### config.mk
export PLATFORM = sky130hd
export DESIGN_NAME = gld_front
export DESIGN_NICKNAME = d
export VERILOG_FILES = /design/src/rtl/core/gld_pkg.sv /design/src/rtl/core/gld_front.sv
export SDC_FILE = /design/constraint.sdc
export NUM_CORES = 1
export LEC_CHECK = 0
export BUFFER_PORTS_ARGS = -buffer_cell sky130_fd_sc_hd__buf_2
export CORE_MARGIN = 2
export CORE_UTILIZATION = 52
export CTS_BUF_LIST = sky130_fd_sc_hd__clkbuf_4 sky130_fd_sc_hd__clkbuf_8 sky130_fd_sc_hd__clkbuf_16
export CTS_CLUSTER_SIZE = 30
export DETAILED_ROUTE_END_ITERATION = 8
export GPL_TIMING_DRIVEN = 1
export PLACE_DENSITY = 0.8
export SYNTH_ARGS = -nofsm -noshare
export SYNTH_HDL_FRONTEND = slang
export SYNTH_SLANG_ARGS = --single-unit
### constraint.sdc
create_clock -name clk -period 2.3 [get_ports clk]
set_input_delay 0.46 -clock clk [delete_from_list [all_inputs] [get_ports clk]]
set_output_delay 0.46 -clock clk [all_outputs]
set_load 0.005 [all_outputs]
### src/rtl/core/gld_pkg.sv
`timescale 1ns / 1ps
package gld_pkg;

	localparam int TABLE_DEPTH_DEF   = 4096;
	localparam int MAX_CODE_BITS_DEF = 12;
	localparam int STACK_DEPTH       = 4096;
	localparam int STACK_AW          = 12;
	localparam int CODE_W            = 12;
	localparam int CNT_W             = 13;
	localparam int BUF_BITS          = 24;

	localparam logic [3:0] MIN_SIZE_RST    = 4'd8;
	localparam logic [8:0] COLOR_COUNT_RST = 9'd256;

	typedef enum logic {
		CFG_MIN_CODE_SIZE = 1'b0,
		CFG_COLOR_COUNT   = 1'b1
	} cfg_idx_t;

	typedef enum logic [1:0] {
		ERR_OK    = 2'd0,
		ERR_FIRST = 2'd1,
		ERR_SEQ   = 2'd2
	} err_t;

	typedef enum logic {
		FUNC_FEED = 1'b0,
		FUNC_PULL = 1'b1
	} func_t;

	typedef enum logic [2:0] {
		ST_IDLE,
		ST_DECODE,
		ST_WALK,
		ST_WALK_WAIT,
		ST_FIXUP,
		ST_POP,
		ST_POP_WAIT
	} state_t;

	typedef struct packed {
		logic       func;
		logic [7:0] data_byte;
	} in_item_t;

	typedef struct packed {
		logic [7:0] color_index;
		logic       index_valid;
		logic       need_byte;
		logic       stream_done;
		logic [1:0] error_code;
	} out_item_t;

	typedef struct packed {
		logic     valid;
		in_item_t item;
	} queue_head_t;

endpackage

### src/rtl/core/gld_front.sv
`timescale 1ns / 1ps
module gld_front (
	input  logic                 clk,
	input  logic                 arst_n,
	input  logic                 in_valid,
	output logic                 in_stall,
	input  gld_pkg::in_item_t    in_item,
	output gld_pkg::queue_head_t head,
	input  logic                 pop
);

	gld_pkg::in_item_t entries_q [2];
	logic              wr_ptr_q;
	logic              rd_ptr_q;
	logic [1:0]        cnt_q;
	logic              push;
	logic              do_pop;

	assign in_stall = (cnt_q == 2'd2);
	assign push     = in_valid && !in_stall;
	assign do_pop   = pop && (cnt_q != 2'd0);
	assign head.valid = (cnt_q != 2'd0);
	assign head.item  = entries_q[rd_ptr_q];

	always_ff @(posedge clk) begin
		if (push) begin
			entries_q[wr_ptr_q] <= in_item;
		end
	end

	always_ff @(posedge clk or negedge arst_n) begin
		if (!arst_n) begin
			wr_ptr_q <= 1'b0;
			rd_ptr_q <= 1'b0;
			cnt_q    <= 2'd0;
		end else begin
			if (push) begin
				wr_ptr_q <= !wr_ptr_q;
			end
			if (do_pop) begin
				rd_ptr_q <= !rd_ptr_q;
			end
			case ({push, do_pop})
				2'b10:   cnt_q <= cnt_q + 2'd1;
				2'b01:   cnt_q <= cnt_q - 2'd1;
				default: cnt_q <= cnt_q;
			endcase
		end
	end

`ifndef SYNTHESIS
	a_cnt_range: assert property (@(posedge clk) disable iff (!arst_n) cnt_q <= 2'd2)
		else $error("queue count out of range");
	a_no_overflow: assert property (@(posedge clk) disable iff (!arst_n)
		(cnt_q == 2'd2 && !do_pop) |=> cnt_q == 2'd2)
		else $error("queue lost an item");
`endif

endmodule

==> flow_summary.toml, run 1 <==
[synthesis]
synth.net_count = 60
syn_inst = 46
yosysTopAreaCell = "edfxtp_1"
syn_area_sq_um = 845.8
yosys_warnings = 0
dominantRegCellSynth = "edfxtp_1"
yosysSeqAreaShare = 0.7574
synth_top_area_share = 0.6391
synth_cell_types = 14
yosysMostFrequentCell = "edfxtp_1"
synth.top_cells.by_area = "edfxtp_1 (64%), mux2_2 (12%), dfrtp_1 (12%)"
synth_enable_flop_cells = 18
async_flop_share = 0.1818
synth-seq-cells = 22
synthTopCellsByCount = "edfxtp_1 (18), mux2_2 (9), dfrtp_1 (4)"
syn_area_per_cell_sq_um = 18.39

[global_routing]
busiest_layer = "met2"
grt_pass1_vias = 430
grt_pass1_wl_mm = 1.973
grt_max_degree = 13
use_met3 = 0.04490
met1_usage = 0.1761
antenna_found_initial = 0
use_met2 = 0.2294
track_usage = 0.1513
grt-ovfl-total = 0

[setup_path]
critPathSlowestCell = "dfrtp_1"
endpoint = "head[5]"
path_class = "reg2out"
cp-start-kind = "register"
worstPathCellList = "mux2_2 > buf_2"
cp.depth = 2
r2r_cells = 4
timing.rr.end = "entries_q[0][2]"
required_ps = 1840
critPathLaunch = "rd_ptr_q"
cpPeakStageDelay_ps = 610
r2r_slack_ps = 740
critPathMaxFanout = 10
worst-path-buf-inv = 1
r2r-start = "cnt_q[0]"
cp-end-kind = "output port"
cp_top_family = "flip-flops"
arrival_ps = 1440

[pwr]
combPwrFrac = 0.315
vdd_drop_max_uv = 715.3
p_seq_frac = 0.526
p_sw_mw = 0.3387
p_int_mw = 0.8527
pwr-share-clk = 0.159
sw_frac_of_total = 0.2843
power.density_nw_per_um2 = 1164
power.leakage_nw = 0.4201

[routing]
viasPerCell = 5.000
drt_iter0_drc = 7
post_drt_wl_per_cell_microns = 13.71
vias = 450
dr.pass1.iters = 2
ant_nets = 0
route.detailed.drc = 0
drt_wl_total_mm = 1.234

[sta]
fin_tns_setup_ps = 0
slew_headroom = 0.7181
fin_skew_ps = 7.545
layout_setup_ws_ps = 403.7
setup_violations = 0
slew_violations = 0
min_period_ps = 1896
fin_crit_sh = 0.8245
tightestPinTransition_ps = 421.3
hold_ws_ps = 336.7
rsz0062_at_grt = "no"
final_hold_viol_count = 0
fmax_mhz = 527.3

[clocking]
cts.reportedPaths.clkPinSlew_ps = 120
clockBufferDepth = 2
clkSinkCount = 22
tritoncts = "yes"
htreeDepth = 1
root_buffer = "clkbuf_4"
insertion_delay_ps = 300
numCtsBuffers = 3

[place]
dp_hpwl_microns = 848.1
dp.cells = 85
gp_congestion = 0.6838
io_buffers = 23
place_ws_ps = 718.3

[floorplanning]
die_w_microns = 44.33
die_height_microns = 44.33
core_sq_um = 1524
ios = 24
die_area_sq_um = 1965
std_cell_rows = 14
initial_core_util = 0.5550

[cells_and_area]
layout.cells.non_filler = 90
drive_gt1_frac = 0.5135
area_growth_syn_to_layout_pct = 21.01
diodes = 0
final.fill_count = 109
fin_nets = 89

[outcome]
status = "finished clean"

[worst_hold_path]
hold_class = "in2reg"

[run]
drv_cap = 0
## placed cells by master (no fill, tap or decap)
cell type	n
edfxtp_1	18
nor2_1	2
dlygate4sd3_1	1
nand2b_1	1
inv_1	1
and3_1	1
nand2_1	1
buf_4	1
and2_4	1
mux2_2	9
or2_1	1
buf_2	23
dfrtp_1	4
xor2_1	2
clkbuf_4	4
ha_1	1
xnor2_1	3
## how the worst min path moves through the flow
| stage | from | end | slack (ps) | depth (start not counted) |
|---|---|---|---|---|
| after CTS | in_item[3] | entries_q[0][3] | 320 | 1 |
| after global routing | in_item[3] | entries_q[0][3] | 310 | 1 |
| after floorplan | arst_n | cnt_q[0] | 160 | 0 |
| after global placement | arst_n | cnt_q[1] | 270 | 1 |
| final | in_item[1] | entries_q[1][1] | 340 | 1 |
| after detailed placement | arst_n | cnt_q[0] | 270 | 1 |
## sequential cells by signal, summed over array words and instances, names as in the netlist
signal,count
entries_q,18
cnt_q,2
wr_ptr_q,1
rd_ptr_q,1
## per-layer routing
| layer | vias up | routed length [microns] |
|---|---|---|
| met1 | 210 | 529 |
| met2 | 14 | 627 |
| met3 | 2 | 57 |
| met5 | - | 0 |
| met4 | 0 | 20 |
| li1 | 224 | - |
## final cells by class
class | count | area [sq um] | area share
Sequential cell | 22 | 640.6 | 0.6259
Multi-Input combinational cell | 22 | 196.4 | 0.1919
Timing Repair Buffer | 25 | 132.6 | 0.1296
Clock buffer | 4 | 30.03 | 0.02934
Tap cell | 16 | 20.02 | 0.01956
Inverter | 1 | 3.754 | 0.003667
## power groups by stage
stage / clock network [mW] / logic, mW / registers [mW]
detailed placement: 0 / 0.378 / 0.639
finish: 0.189 / 0.376 / 0.626
global route: 0.212 / 0.413 / 0.645
floorplan: 0 / 0.279 / 0.595
CTS: 0.197 / 0.381 / 0.629
global placement: 0 / 0.370 / 0.634
## per-stage QoR
stage | utilization | power [mW] | instance area [sq um]
after floorplan | - | 0.8744 | 845.8
after global placement | 0.6453 | 1.004 | 983.4
after detailed placement | 0.6453 | 1.017 | 983.4
after CTS | 0.6716 | 1.207 | 1023
after global routing | 0.6716 | 1.270 | 1023
final | 0.6716 | 1.191 | 1023
## worst register-to-register path, cell delays in order, from the launching register on
cell,delay [ps]
dfrtp_1,420
nand2b_1,170
nand2_1,120
nor2_1,360
buf_4,230
## logic make-up (layout without fill, tap and decap cells)
kind of cell / after synthesis / in the layout / synth area share
muxes: 9 / 9 / 0.1198
xor gates and xnor gates: 5 / 5 / 0.05178
and+or+nand+nor: 7 / 7 / 0.04587
buffers and inverters: 2 / 30 / 0.01035
DFF: 22 / 22 / 0.7574
adders and majority gates: 1 / 1 / 0.01479
## what timing repair did
item	in CTS	in global routing
hold endpoints to repair	4	0
hold buffers	1	0
gates resized for setup	0	0
endpoints found under the setup margin	0	0
buffers inserted	0	0
Note: power is estimated with default switching activity, not from simulation.
==> run 2: changes to the inputs <==
--- a/config.mk
+++ b/config.mk
@@ -7,12 +7,12 @@
 export LEC_CHECK = 0
 export BUFFER_PORTS_ARGS = -buffer_cell sky130_fd_sc_hd__buf_2
 export CORE_MARGIN = 2
-export CORE_UTILIZATION = 52
+export CORE_UTILIZATION = 49
 export CTS_BUF_LIST = sky130_fd_sc_hd__clkbuf_4 sky130_fd_sc_hd__clkbuf_8 sky130_fd_sc_hd__clkbuf_16
 export CTS_CLUSTER_SIZE = 30
 export DETAILED_ROUTE_END_ITERATION = 8
 export GPL_TIMING_DRIVEN = 1
-export PLACE_DENSITY = 0.8
+export PLACE_DENSITY = 0.76
 export SYNTH_ARGS = -nofsm -noshare
 export SYNTH_HDL_FRONTEND = slang
 export SYNTH_SLANG_ARGS = --single-unit
==> constraint.sdc (replaced) <==
create_clock -name clk -period 1.8 [get_ports clk]
set_input_delay 0.36 -clock clk [delete_from_list [all_inputs] [get_ports clk]]
set_output_delay 0.36 -clock clk [all_outputs]
set_load 0.005 [all_outputs]
==> flow_summary.toml, run 2 (synthesis gave the netlist of run 1 again) <==
[floorplanning]
die_area_sq_um = 2074
initial_core_util = 0.5064
core_sq_um = 1670
std_cell_rows = 15
die_w_microns = 45.55
die_height_microns = 45.55
ios = 24

[cells_and_area]
final_cell_mix = "buf_2 (23), edfxtp_1 (18), mux2_2 (9)"
largest-register = "entries_q"
fin_area_sq_um = 1026
fin_util = 0.6142
area_growth_syn_to_layout_pct = 21.30
diodes = 0
layout.cells.non_filler = 91
largest_reg_flops = 18
final_common_cell = "buf_2"
reg.largest.list = "entries_q x18, cnt_q x2"
fin_nets = 89
drive_gt1_frac = 0.5270

[pwr]
power.leakage_nw = 0.4191
vdd_drop_max_uv = 793.1
p_seq_frac = 0.532
power.density_nw_per_um2 = 1473
p_int_mw = 1.092
combPwrFrac = 0.315
p_sw_mw = 0.4195
sw_frac_of_total = 0.2776
pwr-share-clk = 0.152
total_power_mw = 1.511

[global_routing]
grt_pass1_wl_mm = 1.773
grt-ovfl-total = 0
antenna_found_initial = 0
grt_max_degree = 13
track_usage = 0.1273
grt_pass1_vias = 438

[place]
gp_congestion = 0.6218
dp_hpwl_microns = 853.2
dp.cells = 86
place_ws_ps = 323.6
io_buffers = 23
placed_cell_area_sq_um = 984.7

[clocking]
postCtsSetupBuffers = 0
tritoncts = "yes"
cts.reportedPaths.clkPinSlew_ps = 110
clockBufferDepth = 2
insertion_delay_ps = 290
root_buffer = "clkbuf_4"
htreeDepth = 1
numCtsBuffers = 3
clkSinkCount = 22

[sta]
rsz0062_at_grt = "no"
tightestPinTransition_ps = 422.4
fin_skew_ps = 1.872
fmax_mhz = 605.3
min_period_ps = 1652
slew_headroom = 0.7184
setup_violations = 0
slew_violations = 0
fin_tns_setup_ps = 0
final_hold_viol_count = 0
hold_ws_ps = 251.6
fin_crit_sh = 0.9178
layout_setup_ws_ps = 148.0

[run]
drv_cap = 0

[setup_path]
cp-end-kind = "output port"
cp-start-kind = "register"
critPathMaxFanout = 10
required_ps = 1440
path_class = "reg2out"
worstPathCellList = "mux2_2 > buf_2"
arrival_ps = 1290
critPathSlowestCell = "dfrtp_2"
cpPeakStageDelay_ps = 510

[worst_hold_path]
hold_class = "in2reg"

[routing]
viasPerCell = 5.165
drt_iter0_drc = 15
route.detailed.drc = 0
post_drt_wl_per_cell_microns = 12.47
vias = 470
dr.pass1.iters = 4
ant_nets = 0
drt_wl_total_mm = 1.135

[outcome]
status = "finished clean"
-- run 2: cell counts in the layout (fill, tap and decap cells not counted) --
No cell type changed its count.
-- run 2: what timing repair did --
item,CTS,global route
hold buffers,1,0
resized for setup,0,1
hold endpoints to repair,4,0
endpoints found under the setup margin,0,9
-- run 2: final timing paths --
check | endpoint | slack (ps) | start | cells after the start
max | head[2] | 150 | rd_ptr_q | 2
min | entries_q[0][5] | 250 | in_item[5] | 1
max reg2reg | cnt_q[1] | 320 | cnt_q[1] | 5
min reg2reg | wr_ptr_q | 500 | wr_ptr_q | 1
max in group asynchronous | rd_ptr_q | 1280 | arst_n | 2
min in group asynchronous | wr_ptr_q | 390 | arst_n | 2
-- run 2: routing by layer --
| metal | routed length (microns) | GRT usage | part of all wire | vias to the layer above |
|---|---|---|---|---|
| met5 | 0 | 0 | 0 | - |
| met3 | 63 | 0.03968 | 0.056 | 2 |
| li1 | - | - | - | 222 |
| met1 | 462 | 0.1309 | 0.41 | 231 |
| met2 | 597 | 0.2254 | 0.53 | 15 |
| met4 | 12 | 0.07059 | 0.011 | 0 |
-- run 2: area by class of cell --
class	count	area, sq um
Clock buffer	4	30.03
Fill cell	124	644.4
Inverter	1	3.754
Multi-Input combinational cell	22	196.4
Sequential cell	22	641.9
Tap cell	17	21.27
Timing Repair Buffer	25	132.6
-- run 2: power by group through the flow --
| stage | clock, mW | sequential, mW | combinational, mW |
|---|---|---|---|
| floorplan | 0 | 0.761 | 0.356 |
| global placement | 0 | 0.811 | 0.471 |
| detailed placement | 0 | 0.816 | 0.486 |
| CTS | 0.236 | 0.806 | 0.488 |
| global route | 0.256 | 0.827 | 0.533 |
| finish | 0.230 | 0.804 | 0.477 |
-- run 2: critical path, delay by kind of cell (launching register included) --
kind     cells  cell delay, ps
buf+inv      1             120
mux          1             360
flops        1             510
